--- src/rtl/core/assert_macros.svh ---
// Assertion macros shared by the normalizer RTL.
`ifndef ASSERT_MACROS_SVH
`define ASSERT_MACROS_SVH

// Check a condition at every clock edge outside reset.
`define ASSERT_ALWAYS(label, cond, msg) \
  label: assert property (@(posedge clk) disable iff (rst) (cond)) else $error(msg);

// Check that a trigger is followed by a condition in the next cycle.
`define ASSERT_NEXT(label, trig, cond, msg) \
  label: assert property (@(posedge clk) disable iff (rst) (trig) |=> (cond)) else $error(msg);

`endif

--- src/rtl/core/scs_pkg.sv ---
// Types, character codes and helpers for the comment strip normalizer.
package scs_pkg;

  localparam logic FUNC_TEXT = 1'b0;
  localparam logic FUNC_END  = 1'b1;

  localparam logic [7:0] CH_NL    = 8'h0A;
  localparam logic [7:0] CH_CR    = 8'h0D;
  localparam logic [7:0] CH_TAB   = 8'h09;
  localparam logic [7:0] CH_SP    = 8'h20;
  localparam logic [7:0] CH_SLASH = 8'h2F;
  localparam logic [7:0] CH_STAR  = 8'h2A;
  localparam logic [7:0] CH_DOT   = 8'h2E;
  localparam logic [7:0] CH_COMMA = 8'h2C;
  localparam logic [7:0] CH_QUEST = 8'h3F;
  localparam logic [7:0] CH_SEMI  = 8'h3B;

  localparam int MAX_BYTES   = 3;
  localparam int QUEUE_DEPTH = 2;
  localparam int PTR_W       = (QUEUE_DEPTH > 1) ? $clog2(QUEUE_DEPTH) : 1;
  localparam int CNT_W       = $clog2(QUEUE_DEPTH + 1);

  typedef enum logic [2:0] {
    MODE_NORMAL = 3'd0,
    MODE_SLASH  = 3'd1,
    MODE_LINE   = 3'd2,
    MODE_BLOCK  = 3'd3,
    MODE_STAR   = 3'd4
  } mode_t;

  // One queued group of results caused by a single transaction.
  typedef struct packed {
    logic [MAX_BYTES-1:0][7:0] bytes;
    logic [1:0]                last_idx;
    logic                      is_end;
    logic                      bare;
  } entry_t;

  typedef struct packed {
    logic   push;
    entry_t entry;
  } push_t;

  function automatic logic [7:0] map_ws(input logic [7:0] c);
    if (c == CH_NL || c == CH_CR || c == CH_TAB) begin
      return CH_SP;
    end
    return c;
  endfunction

  function automatic logic is_punct(input logic [7:0] c);
    return (c == CH_DOT) || (c == CH_COMMA) || (c == CH_QUEST) || (c == CH_SEMI);
  endfunction

endpackage

--- src/rtl/core/scs_front.sv ---
// Front end: scan state, comment removal and space folding per transaction.
`include "assert_macros.svh"

module scs_front (
  input  logic           clk,
  input  logic           rst,
  input  logic           in_valid,
  output logic           in_ready,
  input  logic           func,
  input  logic [7:0]     ch,
  input  logic           q_full,
  output scs_pkg::push_t wr
);
  import scs_pkg::*;

  mode_t      mode, mode_next;
  logic       space_pending, space_pending_next;
  logic       text_started, text_started_next;
  logic       acc;
  logic       end_acc;
  logic       scan_clear;
  logic [7:0] cm;
  logic       emit_sp, emit_sl, emit_c;
  logic [1:0] n;
  logic [MAX_BYTES-1:0][7:0] bytes;

  assign in_ready   = !q_full;
  assign acc        = in_valid && in_ready;
  assign end_acc    = acc && (func == FUNC_END);
  assign scan_clear = (mode == MODE_NORMAL) && !space_pending && !text_started;
  assign cm         = map_ws(ch);

  always_ff @(posedge clk) begin
    if (rst) begin
      mode          <= MODE_NORMAL;
      space_pending <= 1'b0;
      text_started  <= 1'b0;
    end else begin
      mode          <= mode_next;
      space_pending <= space_pending_next;
      text_started  <= text_started_next;
    end
  end

  // Next state
  always_comb begin
    mode_next          = mode;
    space_pending_next = space_pending;
    text_started_next  = text_started;
    if (acc) begin
      if (func == FUNC_END) begin
        mode_next          = MODE_NORMAL;
        space_pending_next = 1'b0;
        text_started_next  = 1'b0;
      end else begin
        unique case (mode)
          MODE_SLASH: begin
            if (ch == CH_SLASH) begin
              mode_next = MODE_LINE;
            end else if (ch == CH_STAR) begin
              mode_next = MODE_BLOCK;
            end else begin
              mode_next          = MODE_NORMAL;
              text_started_next  = 1'b1;
              space_pending_next = (cm == CH_SP);
            end
          end
          MODE_LINE: begin
            if (ch == CH_NL) begin
              mode_next = MODE_NORMAL;
            end
          end
          MODE_BLOCK: begin
            if (ch == CH_STAR) begin
              mode_next = MODE_STAR;
            end
          end
          MODE_STAR: begin
            if (ch == CH_SLASH) begin
              mode_next = MODE_NORMAL;
            end else if (ch != CH_STAR) begin
              mode_next = MODE_BLOCK;
            end
          end
          default: begin
            mode_next = MODE_NORMAL;
            if (ch == CH_SLASH) begin
              mode_next = MODE_SLASH;
            end else if (cm == CH_SP) begin
              space_pending_next = text_started;
            end else begin
              space_pending_next = 1'b0;
              text_started_next  = 1'b1;
            end
          end
        endcase
      end
    end
  end

  // Outputs: which of space, slash and the byte itself this transaction yields
  always_comb begin
    emit_sp = 1'b0;
    emit_sl = 1'b0;
    emit_c  = 1'b0;
    if (func == FUNC_END) begin
      emit_sl = (mode == MODE_SLASH);
      emit_sp = space_pending;
    end else begin
      unique case (mode) inside
        MODE_SLASH: begin
          if (ch != CH_SLASH && ch != CH_STAR) begin
            emit_sp = space_pending;
            emit_sl = 1'b1;
            emit_c  = (cm != CH_SP);
          end
        end
        MODE_LINE, MODE_BLOCK, MODE_STAR: begin
          emit_c = 1'b0;
        end
        default: begin
          if (ch != CH_SLASH && cm != CH_SP) begin
            emit_sp = space_pending && !is_punct(cm);
            emit_c  = 1'b1;
          end
        end
      endcase
    end
  end

  // Pack the emitted bytes in order
  always_comb begin
    n     = 2'd0;
    bytes = '0;
    if (emit_sp) begin
      bytes[n] = CH_SP;
      n        = n + 2'd1;
    end
    if (emit_sl) begin
      bytes[n] = CH_SLASH;
      n        = n + 2'd1;
    end
    if (emit_c) begin
      bytes[n] = cm;
      n        = n + 2'd1;
    end
  end

  always_comb begin
    wr.entry.bytes    = bytes;
    wr.entry.is_end   = (func == FUNC_END);
    wr.entry.bare     = (func == FUNC_END) && (n == 2'd0);
    wr.entry.last_idx = (n == 2'd0) ? 2'd0 : n - 2'd1;
    wr.push           = acc && ((func == FUNC_END) || (n != 2'd0));
  end

  `ASSERT_NEXT(a_end_resets, end_acc, scan_clear, "end of text left scan state set")
  `ASSERT_ALWAYS(a_pending_needs_start, !space_pending || text_started, "space held before text")

endmodule

--- src/rtl/core/scs_queue.sv ---
// Short result-group queue between the front and back ends.
`include "assert_macros.svh"

module scs_queue (
  input  logic            clk,
  input  logic            rst,
  input  scs_pkg::push_t  wr,
  output logic            full,
  output logic            rd_valid,
  output scs_pkg::entry_t rd_entry,
  input  logic            pop
);
  import scs_pkg::*;

  entry_t           store [QUEUE_DEPTH];
  logic [PTR_W-1:0] wr_ptr, rd_ptr;
  logic [CNT_W-1:0] cnt;
  logic             do_pop;

  assign full     = (cnt == CNT_W'(QUEUE_DEPTH));
  assign rd_valid = (cnt != '0);
  assign rd_entry = store[rd_ptr];
  assign do_pop   = pop && rd_valid;

  always_ff @(posedge clk) begin
    if (wr.push) begin
      store[wr_ptr] <= wr.entry;
    end
  end

  always_ff @(posedge clk) begin
    if (rst) begin
      wr_ptr <= '0;
      rd_ptr <= '0;
      cnt    <= '0;
    end else begin
      if (wr.push) begin
        wr_ptr <= (wr_ptr == PTR_W'(QUEUE_DEPTH - 1)) ? '0 : wr_ptr + 1'b1;
      end
      if (do_pop) begin
        rd_ptr <= (rd_ptr == PTR_W'(QUEUE_DEPTH - 1)) ? '0 : rd_ptr + 1'b1;
      end
      if (wr.push && !do_pop) begin
        cnt <= cnt + 1'b1;
      end else if (do_pop && !wr.push) begin
        cnt <= cnt - 1'b1;
      end
    end
  end

  `ASSERT_ALWAYS(a_no_overflow, !(wr.push && full), "push into full queue")
  `ASSERT_ALWAYS(a_cnt_range, cnt <= CNT_W'(QUEUE_DEPTH), "queue count out of range")

endmodule

--- src/rtl/core/scs_back.sv ---
// Back end: plays out each queued group, one byte per result transaction.
`include "assert_macros.svh"

module scs_back (
  input  logic            clk,
  input  logic            rst,
  input  logic            rd_valid,
  input  scs_pkg::entry_t rd_entry,
  output logic            pop,
  output logic            out_valid,
  input  logic            out_ready,
  output logic [7:0]      out_ch,
  output logic            has_char,
  output logic            run_last,
  output logic            text_end
);
  import scs_pkg::*;

  entry_t     cur;
  logic       cur_valid;
  logic [1:0] idx;
  logic       last;
  logic       out_acc;

  assign last      = (idx == cur.last_idx);
  assign out_acc   = cur_valid && out_ready;
  assign pop       = rd_valid && (!cur_valid || (out_acc && last));
  assign out_valid = cur_valid;
  assign out_ch    = cur.bytes[idx];
  assign has_char  = !cur.bare;
  assign run_last  = last;
  assign text_end  = cur.is_end && last;

  always_ff @(posedge clk) begin
    if (pop) begin
      cur <= rd_entry;
    end
  end

  always_ff @(posedge clk) begin
    if (rst) begin
      cur_valid <= 1'b0;
      idx       <= 2'd0;
    end else if (pop) begin
      cur_valid <= 1'b1;
      idx       <= 2'd0;
    end else if (out_acc && last) begin
      cur_valid <= 1'b0;
      idx       <= 2'd0;
    end else if (out_acc) begin
      idx <= idx + 2'd1;
    end
  end

  `ASSERT_ALWAYS(a_idx_range, !cur_valid || idx <= cur.last_idx, "result index past group end")
  `ASSERT_ALWAYS(a_bare_is_end, !(cur_valid && cur.bare) || (cur.is_end && cur.last_idx == 2'd0), "bare marker outside end of text")

endmodule

--- src/rtl/core/source_comment_strip_normalize.sv ---
// Each result group is written to a queue entry, then loaded into the output stage.
// Throughput: one input per cycle while each yields at most one result and the
// output is ready; a group of results holds the output port until its last result
// is taken, and the 2-entry queue absorbs bursts. Input with no result (comment
// bytes, folded spaces) is still accepted but pushes nothing. Reset (rst, synchronous):
// scan mode to normal, held space and text flags, queue and output stage cleared.
module source_comment_strip_normalize (
  input  logic       clk,
  input  logic       rst,
  input  logic       in_valid,
  output logic       in_ready,
  input  logic       func,
  input  logic [7:0] ch,
  output logic       out_valid,
  input  logic       out_ready,
  output logic [7:0] out_ch,
  output logic       has_char,
  output logic       run_last,
  output logic       text_end
);
  import scs_pkg::*;

  push_t  wr;
  logic   q_full;
  logic   rd_valid;
  entry_t rd_entry;
  logic   pop;

  scs_front u_front (
    .clk      (clk),
    .rst      (rst),
    .in_valid (in_valid),
    .in_ready (in_ready),
    .func     (func),
    .ch       (ch),
    .q_full   (q_full),
    .wr       (wr)
  );

  scs_queue u_queue (
    .clk      (clk),
    .rst      (rst),
    .wr       (wr),
    .full     (q_full),
    .rd_valid (rd_valid),
    .rd_entry (rd_entry),
    .pop      (pop)
  );

  scs_back u_back (
    .clk       (clk),
    .rst       (rst),
    .rd_valid  (rd_valid),
    .rd_entry  (rd_entry),
    .pop       (pop),
    .out_valid (out_valid),
    .out_ready (out_ready),
    .out_ch    (out_ch),
    .has_char  (has_char),
    .run_last  (run_last),
    .text_end  (text_end)
  );

endmodule

--- config.mk ---
export PLATFORM = sky130hd
export DESIGN_NAME = source_comment_strip_normalize
export DESIGN_NICKNAME = d
export VERILOG_FILES = /design/src/rtl/core/scs_pkg.sv /design/src/rtl/core/scs_front.sv /design/src/rtl/core/scs_queue.sv /design/src/rtl/core/scs_back.sv /design/src/rtl/core/source_comment_strip_normalize.sv
export VERILOG_INCLUDE_DIRS = /design/src /design/src/rtl/core
export SDC_FILE = /design/constraint.sdc
export NUM_CORES = 1
export LEC_CHECK = 0
export BUFFER_PORTS_ARGS = -buffer_cell sky130_fd_sc_hd__buf_2
export CAP_MARGIN = 25
export CORE_AREA = 3 3 111 113
export CTS_CLUSTER_SIZE = 24
export DETAILED_ROUTE_END_ITERATION = 10
export DIE_AREA = 0 0 114 116
export PLACE_DENSITY = 0.54
export RECOVER_POWER = 100
export SYNTH_ARGS = -nofsm -noshare
export SYNTH_HDL_FRONTEND = slang
export SYNTH_HIERARCHICAL = 1
export SYNTH_SLANG_ARGS = --single-unit
--- constraint.sdc ---
create_clock -name clk -period 4.5 [get_ports clk]
set_input_delay 0 -clock clk [delete_from_list [all_inputs] [get_ports clk]]
set_output_delay 0 -clock clk [all_outputs]
set_load 0.1 [all_outputs]
==> impl_metrics.json, run 1 <==
{
  "status": "complete, but fails checks",
  "violations": "max-capacitance violations, max-slew violations",
  "hold_path.class": "in2reg",
  "final_cell_mix": "84 x edfxtp_1, 27 x mux2_2, 20 x nor2_1, 20 x nand2_1, 17 x clkbuf_1",
  "mostFrequentLayoutCell": "edfxtp_1",
  "instances_no_fill": 511,
  "relSlewSlack_pct": -4.05,
  "cp_slowest_stage_delay_ns": 0.95,
  "first_pass_iters": 4,
  "ys_async_sr_fraction_pct": 0,
  "finalSetupViolations": 0,
  "die_h_um": 116,
  "io_pins": 26,
  "critPathSlowestCell": "o41ai_1",
  "port_buffers": 25,
  "areaGrowthSynthToFinish_pct": 13.1,
  "die_area_um2": 13200,
  "powerDensity_nw_per_um2": 659,
  "cts.sinks": 97,
  "post-route-period-util_pct": 80.2,
  "finalMaxSlewViolations": 29,
  "synth-edff-count": 84,
  "min_period_ns": 3.61,
  "synthCells": 336,
  "regToRegSetupSlack_ns": 0.89,
  "coreArea_um2": 11400,
  "antenna_cells": 0,
  "rsz0062_at_grt": "false",
  "p_sw_uw": 1210,
  "post_drt_wl_per_cell_um": 16.7,
  "required_ns": 4.50,
  "critPathBufInv": 1,
  "fmax_ghz": 0.277,
  "htree_levels": 3,
  "ir_worst_vdd_uv": 294,
  "crit_path_end_kind": "register",
  "vias": 2743,
  "worstPathCellList": "a31oi_1 > o211ai_1 > a21oi_1 > o21a_1 > ha_1 > inv_1 > o41ai_1 > o31ai_1",
  "synth.avg_cell_area_um2": 13.2,
  "hold_violations": 0,
  "ys_ff_latch": 97,
  "cts_tree": "yes",
  "placed_cells": 494,
  "layout.nets": 383,
  "grt.overflow.total": 0,
  "grtUsageTotal_pct": 13.5,
  "root_buffer": "clkbuf_16",
  "numCtsBuffers": 9,
  "grt_pass1_vias": 2665,
  "dr.first_iter.drc_count": 95,
  "finalPower_uw": 3310,
  "clock_latency_ns": 0.34,
  "path_delay_family": "compound AO/OA/AOI/OAI gates",
  "place_congestion": 0.826,
  "clockPowerShare_pct": 25.5,
  "drcViolationCount": 0,
  "cp-startpoint": "u_front/mode[0]",
  "p_sw_share_pct": 36.6,
  "ctsHoldBuffers": 2,
  "cts.reportedPaths.clkPinSlew_ns": 0.06,
  "fin_setup_tns_ns": 0,
  "post_cts_buffers": 0,
  "p_int_uw": 2100,
  "p_leak_uw": 0.00168,
  "ys_seq_area_share_pct": 62.6,
  "drive_gt1_share_pct": 17.4,
  "routed_wl_mm": 8.52,
  "fin_area_um2": 5020,
  "place_area_um2": 4710,
  "viasPerCell": 5.37,
  "hpwl_mm": 5.65,
  "initial_core_util_pct": 38.9,
  "path_class": "reg2reg",
  "p_seq_share_pct": 41.4,
  "drv_cap": 1,
  "ys.flop_type": "edfxtp_1",
  "antenna_found_initial": 0,
  "clk_path_buf_depth": 2,
  "cp-start-kind": "register",
  "critPathArrivalTime_ns": 3.62,
  "cts_resized": 0,
  "yosysWarnings": 6,
  "critPathMaxFanout": 9,
  "die_w_um": 114,
  "antenna_left": 0,
  "clock_skew_ns": 0.00445,
  "num_rows": 39,
  "ys_types": 57,
  "fillers": 1069,
  "grt_pass1_wl_mm": 13.6,
  "tightest_slew_ns": 1.56,
  "grt_max_degree": 35,
  "synth_nets": 355,
  "p_comb_share_pct": 33.0,
  "syn_area_um2": 4440,
  "r2r_start": "u_front/mode[0]",
  "min_from": "in_valid"
}
synth_stat cells, drive strengths merged, types with 3 or more instances:
| cell type | instances | area share, % |
|---|---|---|
| a21oi | 11 | 1.2 |
| a31o | 3 | 0.59 |
| and2 | 4 | 0.56 |
| buf | 9 | 1.2 |
| clkbuf | 7 | 0.59 |
| dfxtp | 13 | 5.9 |
| edfxtp | 84 | 57 |
| ha | 6 | 1.7 |
| inv | 9 | 0.76 |
| mux2 | 28 | 7.1 |
| mux2i | 10 | 2.3 |
| nand2 | 20 | 1.7 |
| nand2b | 6 | 0.85 |
| nand3 | 7 | 0.79 |
| nor2 | 20 | 1.7 |
| nor2b | 5 | 0.70 |
| nor3 | 9 | 1.1 |
| nor4 | 8 | 1.1 |
| o2111ai | 3 | 0.59 |
| o21ai | 17 | 1.9 |
| o311ai | 3 | 0.59 |
| o31ai | 12 | 2.1 |
| o41ai | 3 | 0.76 |
| xor2 | 5 | 0.99 |
worst min-delay path, cell delays in order:
cell	delay, ns
buf_2	0.10
nand2_1	0.11
o221a_1	0.19
cell type report:
class,count,area (um^2),share of cell area [%]
well taps,143,179,3.56
flip-flops and latches,97,2780,55.4
clock buffers,10,229,4.56
clock inverters,5,104,2.07
repair buffers,33,160,3.19
inverters,10,37.5,0.747
multi-input cells,213,1530,30.5
per-stage QoR:
stage | utilization, % | hold WS [ns] | setup slack (ns)
after global placement | 41.3 | 0.278 | 1.30
after floorplan | - | 0.0691 | 0.481
after CTS | 44.4 | 0.0913 | 1.30
final | 44.0 | 0.0917 | 0.889
after global routing | 44.0 | 0.112 | 0.523
after detailed placement | 41.3 | 0.287 | 1.23
worst paths after layout:
kind	endpoint	depth (start not counted)
worst max-delay path	u_queue/store[1][14]	8
worst min-delay path	u_front/text_started	3
worst max register to register	u_queue/store[1][14]	8
worst min register to register	register	2
kinds of logic after synthesis:
logic type	share of synthesized area [%]
fa+ha+maj	1.69
buf+inv	2.68
simple gates	10.6
flops	62.6
mux	9.35
xor+xnor	1.38
compound gates	11.6
metal layers:
metal | GRT usage [%] | routed length [um] | share of wire [%]
met5 | 0 | 0 | 0
met4 | 7.21 | 263 | 3.1
met3 | 2.04 | 264 | 3.1
met2 | 24.2 | 4320 | 51
met1 | 15.7 | 3670 | 43
power groups by stage:
stage	Sequential (uW)	Combinational, uW	Clock (uW)
detailed placement	1390	1130	0
global route	1390	1170	894
floorplan	1410	904	0
global placement	1380	1120	0
CTS	1370	1130	861
finish	1370	1090	844
flip-flops by register name (all words and copies together), names as in the netlist, named ones only:
register / cells
u_queue/store: 56
u_back/cur: 28
u_front/mode: 3
u_back/idx: 2
u_queue/cnt: 2
u_back/out_valid: 1
u_front/space_pending: 1
u_front/text_started: 1
u_queue/rd_ptr: 1
u_queue/wr_ptr: 1
Power figures use the tool's default switching activity.
==> run 2, diff against run 1 <==
--- a/config.mk
+++ b/config.mk
@@ -6,13 +6,14 @@
 export SDC_FILE = /design/constraint.sdc
 export NUM_CORES = 1
 export LEC_CHECK = 0
+export ABC_AREA = 1
 export BUFFER_PORTS_ARGS = -buffer_cell sky130_fd_sc_hd__buf_2
 export CAP_MARGIN = 25
 export CORE_AREA = 3 3 111 113
 export CTS_CLUSTER_SIZE = 24
 export DETAILED_ROUTE_END_ITERATION = 10
 export DIE_AREA = 0 0 114 116
-export PLACE_DENSITY = 0.54
+export PLACE_DENSITY = 0.53
 export RECOVER_POWER = 100
 export SYNTH_ARGS = -nofsm -noshare
 export SYNTH_HDL_FRONTEND = slang
==> constraint.sdc (replaced) <==
create_clock -name clk -period 3.55 [get_ports clk]
set_input_delay 0 -clock clk [delete_from_list [all_inputs] [get_ports clk]]
set_output_delay 0 -clock clk [all_outputs]
set_load 0.1 [all_outputs]
==> impl_metrics.json, run 2 <==
{
  "root_buffer": "clkbuf_16",
  "path_class": "reg2reg",
  "initial_core_util_pct": 38.6,
  "routed_wl_mm": 7.70,
  "synth-edff-count": 84,
  "areaGrowthSynthToFinish_pct": 9.60,
  "synthCells": 372,
  "largest_register": "u_queue/store",
  "io_pins": 26,
  "powerDensity_nw_per_um2": 823,
  "fmax_ghz": 0.331,
  "grtUsageTotal_pct": 12.5,
  "instances_no_fill": 555,
  "cp-start-kind": "register",
  "finalSetupViolations": 0,
  "rsz0062_at_grt": "false",
  "ys.flop_type": "edfxtp_1",
  "die_area_um2": 13200,
  "grt.overflow.total": 0,
  "antenna_cells": 0,
  "p_sw_share_pct": 39.8,
  "synth.top_cell.area_share_pct": 57.3,
  "final_cell_mix": "84 x edfxtp_1, 57 x nand2_1, 46 x nor2_1",
  "yosysTopAreaCell": "edfxtp_1",
  "crit_path_end_kind": "register",
  "drcViolationCount": 0,
  "cts_tree": "yes",
  "p_sw_uw": 1580,
  "violations": "max-capacitance violations, max-slew violations",
  "syn_area_um2": 4410,
  "p_int_uw": 2390,
  "cts.sinks": 97,
  "die_h_um": 116,
  "yosysMostFrequentCell": "edfxtp_1",
  "hold_path.class": "in2reg",
  "hpwl_mm": 5.43,
  "synth_area_leaders": "edfxtp_1 57%, mux2_4 6.8%, dfxtp_1 5.9%, nand2_1 4.7%, nor2_1 3.9%",
  "synth_common_cells": "84 x edfxtp_1, 55 x nand2_1, 46 x nor2_1, 36 x inv_1, 26 x o21ai_0",
  "cts.reportedPaths.clkPinSlew_ns": 0.07,
  "grt_pass1_wl_mm": 12.7,
  "place_congestion": 0.738,
  "numCtsBuffers": 9,
  "ys_types": 31,
  "yosysWarnings": 6,
  "ys_async_sr_fraction_pct": 0,
  "critPathArrivalTime_ns": 3.02,
  "htree_levels": 3,
  "p_seq_share_pct": 43.5,
  "grt_max_degree": 30,
  "coreArea_um2": 11400,
  "clock_skew_ns": 0.00615,
  "antenna_left": 0,
  "final-seq-area_um2": 2780,
  "vias": 2647,
  "critPathMaxFanout": 28,
  "first_pass_iters": 4,
  "tightest_slew_ns": 1.64,
  "finalMaxSlewViolations": 29,
  "antenna_found_initial": 0,
  "drv_cap": 2,
  "die_w_um": 114,
  "ys_ff_latch": 97,
  "min_period_ns": 3.02,
  "post-route-period-util_pct": 85.2,
  "required_ns": 3.54,
  "fillers": 1117,
  "viasPerCell": 4.77,
  "relSlewSlack_pct": -9.35,
  "mostFrequentLayoutCell": "edfxtp_1",
  "largest_reg_flops": 56,
  "dr.first_iter.drc_count": 149,
  "clock_latency_ns": 0.34,
  "grt_pass1_vias": 2609,
  "hold_violations": 0,
  "ctsHoldBuffers": 2,
  "ir_worst_vdd_uv": 393,
  "layout.nets": 426,
  "p_leak_uw": 0.00187,
  "port_buffers": 25,
  "p_comb_share_pct": 33.9,
  "ys_seq_area_share_pct": 63.2,
  "synth.avg_cell_area_um2": 11.8,
  "synth_nets": 391,
  "multiInputGateArea_um2": 1270,
  "num_rows": 39,
  "top_regs": "u_queue/store: 56 flops, u_back/cur: 28 flops, u_front/mode: 3 flops",
  "clk_path_buf_depth": 2,
  "post_cts_buffers": 0,
  "drive_gt1_share_pct": 11.9,
  "cts_resized": 0,
  "placed_cells": 537,
  "clockPowerShare_pct": 22.5,
  "status": "complete, but fails checks",
  "post_drt_wl_per_cell_um": 13.9,
  "fin_setup_tns_ns": 0
}
run 2: cell types whose count changed in the layout (fill, tap and decap cells not counted), sizes merged, moves of 8 or more:
cell,previous run,this run
inv,10,41
nand2,20,61
nand3,7,21
nor2,20,48
o21ai,17,35
o31ai,12,0
nor4,8,0
mux2i,10,0
run 2: final timing paths:
kind	start	end	slack, ns	cells after the start
max	u_front/mode[0]	u_queue/store[1][5]	0.53	17
max reg2reg	u_front/mode[0]	u_queue/store[1][5]	0.53	17
min reg2reg	u_front/text_started	u_front/text_started	0.48	2
min	out_ready	u_back/idx[0]	0.02	5
run 2: cells by family after synthesis:
family,after synthesis,synth area share [%]
muxes,28,8.86
AOI/OAI and AO/OA,50,6.02
adders and majority gates,6,1.70
buffers and inverters,51,5.94
DFF,97,63.2
and+or+nand+nor,138,13.7
xor gates and xnor gates,2,0.568
run 2: critical path, cell delays in order, from the launching register on:
cell and delay [ns]:
dfxtp_1 0.42, nor3_1 0.11, nor2_1 0.14, nand2_1 0.07, nor2_1 0.30, nand2_1 0.09
nand2_1 0.07, nand2_1 0.11, ha_1 0.22, nand4_1 0.09, buf_4 0.18, nand2_1 0.09
nand2_1 0.08, nand2_1 0.05, nand2_1 0.12, nand2_1 0.07, inv_1 0.06, clkbuf_4 0.39
run 2: metrics by stage:
step | worst slack [ns] | util (%) | area (um^2) | hold WS, ns | power (uW)
after floorplan | 0.134 | - | 4410 | 0.0691 | 3000
after detailed placement | 0.646 | 40.8 | 4660 | 0.313 | 3240
after global routing | 0.206 | 42.3 | 4830 | 0.0459 | 4190
after CTS | 0.642 | 43.4 | 4960 | 0.0131 | 4150
after global placement | 0.736 | 40.8 | 4660 | 0.303 | 3220
final | 0.525 | 42.3 | 4830 | 0.0244 | 3970
run 2: area by class of cell:
cell class	count	share of cell area [%]
clock inverters	6	1.06
repair buffers	33	3.34
flip-flops and latches	97	57.6
inverters	42	3.29
well taps	143	3.71
clock buffers	10	4.74
multi-input cells	224	26.2
run 2: power groups by stage:
stage                     Sequential (uW)  Clock (uW)  Combinational, uW
after global placement               1750           0               1480
after CTS                            1730         923               1490
final                                1730         896               1350
after global routing                 1760         962               1470
after detailed placement             1750           0               1490
after floorplan                      1760           0               1240
run 2: metal layers:
layer	routed length (um)	vias up	GRT usage (%)
met3	319	10	2.87
met1	3750	1233	16.2
met2	3490	52	20.1
li1	-	1352	-
met5	0	-	0
met4	136	0	5.23
==> run 3, diff against run 2 <==
--- a/config.mk
+++ b/config.mk
@@ -10,6 +10,7 @@
 export BUFFER_PORTS_ARGS = -buffer_cell sky130_fd_sc_hd__buf_2
 export CAP_MARGIN = 25
 export CORE_AREA = 3 3 111 113
+export CTS_BUF_LIST = sky130_fd_sc_hd__clkbuf_16
 export CTS_CLUSTER_SIZE = 24
 export DETAILED_ROUTE_END_ITERATION = 10
 export DIE_AREA = 0 0 114 116
==> impl_metrics.json, run 3 (synthesis gave the netlist of run 2 again) <==
{
  "status": "complete, but fails checks",
  "violations": "max-capacitance violations, max-slew violations",
  "critPathArrivalTime_ns": 3.02,
  "grtUsageTotal_pct": 12.5,
  "largest_register": "u_queue/store",
  "clock_latency_ns": 0.34,
  "final_cell_mix": "84 x edfxtp_1, 57 x nand2_1, 46 x nor2_1",
  "top_regs": "u_queue/store: 56 flops, u_back/cur: 28 flops, u_front/mode: 3 flops",
  "place_congestion": 0.738,
  "die_h_um": 116,
  "cts.sinks": 97,
  "fin_setup_tns_ns": 0,
  "hold_violations": 0,
  "routed_wl_mm": 7.71,
  "place_area_um2": 4660,
  "antenna_cells": 0,
  "min_period_ns": 3.03,
  "fin_area_um2": 4830,
  "drive_gt1_share_pct": 11.9,
  "dr.first_iter.drc_count": 149,
  "largest_reg_flops": 56,
  "p_sw_share_pct": 39.9,
  "die_w_um": 114,
  "die_area_um2": 13200,
  "required_ns": 3.54,
  "p_sw_uw": 1580,
  "min_from": "out_ready",
  "fmax_ghz": 0.330,
  "coreArea_um2": 11400,
  "p_seq_share_pct": 43.5,
  "critPathMaxFanout": 28,
  "reg2reg_depth": 17,
  "clock_skew_ns": 0.00599,
  "p_int_uw": 2390,
  "p_comb_share_pct": 34.0,
  "relSlewSlack_pct": -9.87,
  "drcViolationCount": 0,
  "p_leak_uw": 0.00187,
  "clk_path_buf_depth": 2,
  "tightest_slew_ns": 1.65,
  "critPathSlowestCell": "dfxtp_1",
  "grt_max_degree": 30,
  "layout.nets": 426,
  "rsz0062_at_grt": "false",
  "cp_slowest_stage_delay_ns": 0.42,
  "mostFrequentLayoutCell": "edfxtp_1",
  "grt.overflow.total": 0,
  "r2r_end": "u_queue/store[1][5]",
  "cts_tree": "yes",
  "port_buffers": 25,
  "vias": 2650,
  "post_cts_buffers": 0,
  "cp_common_cell": "nand2_1",
  "root_buffer": "clkbuf_16",
  "ir_worst_vdd_uv": 392,
  "antenna_left": 0,
  "path_class": "reg2reg",
  "areaGrowthSynthToFinish_pct": 9.60,
  "ctsHoldBuffers": 2,
  "grt_pass1_vias": 2609,
  "initial_core_util_pct": 38.6,
  "hold_path.class": "in2reg",
  "viasPerCell": 4.77,
  "r2r_start": "u_front/mode[0]",
  "hpwl_mm": 5.43,
  "antenna_found_initial": 0,
  "powerDensity_nw_per_um2": 823,
  "drv_cap": 2,
  "cts_resized": 0,
  "post_drt_wl_per_cell_um": 13.9,
  "regToRegSetupSlack_ns": 0.52,
  "hold_end": "u_back/idx[0]",
  "grt_pass1_wl_mm": 12.7,
  "crit_path_end_kind": "register",
  "num_rows": 39,
  "numCtsBuffers": 9,
  "cp-start-kind": "register",
  "cts.reportedPaths.clkPinSlew_ns": 0.07,
  "first_pass_iters": 4,
  "finalMaxSlewViolations": 34,
  "finalSetupViolations": 0,
  "clockPowerShare_pct": 22.5,
  "holdPathStages": 5,
  "io_pins": 26,
  "post-route-period-util_pct": 85.3,
  "worstPathCellList": "nor3_1 > nor2_1 > nand2_1 > nor2_1 > nand2_1 > nand2_1 > nand2_1 > ha_1 > nand4_1 > buf_4 > nand2_1 > nand2_1 > nand2_1 > nand2_1 > nand2_1 > inv_1 > clkbuf_4",
  "htree_levels": 3
}
-- run 3: layout make-up --
| type | count | area (um^2) |
|---|---|---|
| inverter | 42 | 159 |
| clock buffer | 9 | 225 |
| tap | 143 | 179 |
| fill | 1117 | 6590 |
| multi-input combinational | 224 | 1270 |
| timing repair buffer | 33 | 161 |
| sequential | 97 | 2780 |
| clock inverter | 7 | 55.1 |
-- run 3: layer usage --
| layer | global-route usage [%] | wire [um] | up-vias |
|---|---|---|---|
| li1 | - | - | 1352 |
| met1 | 16.2 | 3730 | 1238 |
| met2 | 20.1 | 3530 | 50 |
| met3 | 2.87 | 320 | 10 |
| met4 | 5.23 | 136 | 0 |
| met5 | 0 | 0 | - |
-- run 3: worst max path at each step --
stage,startpoint,slack (ns),endpoint
finish,u_front/mode[0],0.52,u_queue/store[1][5]
global route,u_front/mode[0],0.21,u_queue/store[1][4]
CTS,u_front/mode[0],0.64,u_queue/store[0][17]
detailed placement,ch[7],0.65,u_queue/store[0][27]
global placement,ch[6],0.74,u_queue/store[0][11]
floorplan,u_front/mode[0],0.13,u_queue/store[0][0]
-- run 3: metrics by stage --
step	std cells	power, uW	setup WS (ns)	util [%]	hold WS [ns]
2_1_floorplan	372	3000	0.134	-	0.0691
3_3_place_gp	537	3220	0.736	40.8	0.303
3_5_place_dp	537	3240	0.646	40.8	0.313
4_1_cts	555	4150	0.642	43.4	0.0131
5_1_grt	555	4190	0.206	42.3	0.0459
6_report	555	3970	0.521	42.3	0.0244
-- run 3: worst max-delay path, delay by kind of cell, from the launching register on --
family | cells | cell delay, ns
adders and majority gates | 1 | 0.22
DFF | 1 | 0.42
and+or+nand+nor | 13 | 1.39
buffers and inverters | 3 | 0.64
-- run 3: power by group through the flow --
| stage | combinational [uW] | clock [uW] | sequential (uW) |
|---|---|---|---|
| finish | 1350 | 895 | 1730 |
| global route | 1470 | 959 | 1760 |
| CTS | 1490 | 921 | 1730 |
| detailed placement | 1490 | 0 | 1750 |
| global placement | 1480 | 0 | 1750 |
| floorplan | 1240 | 0 | 1760 |
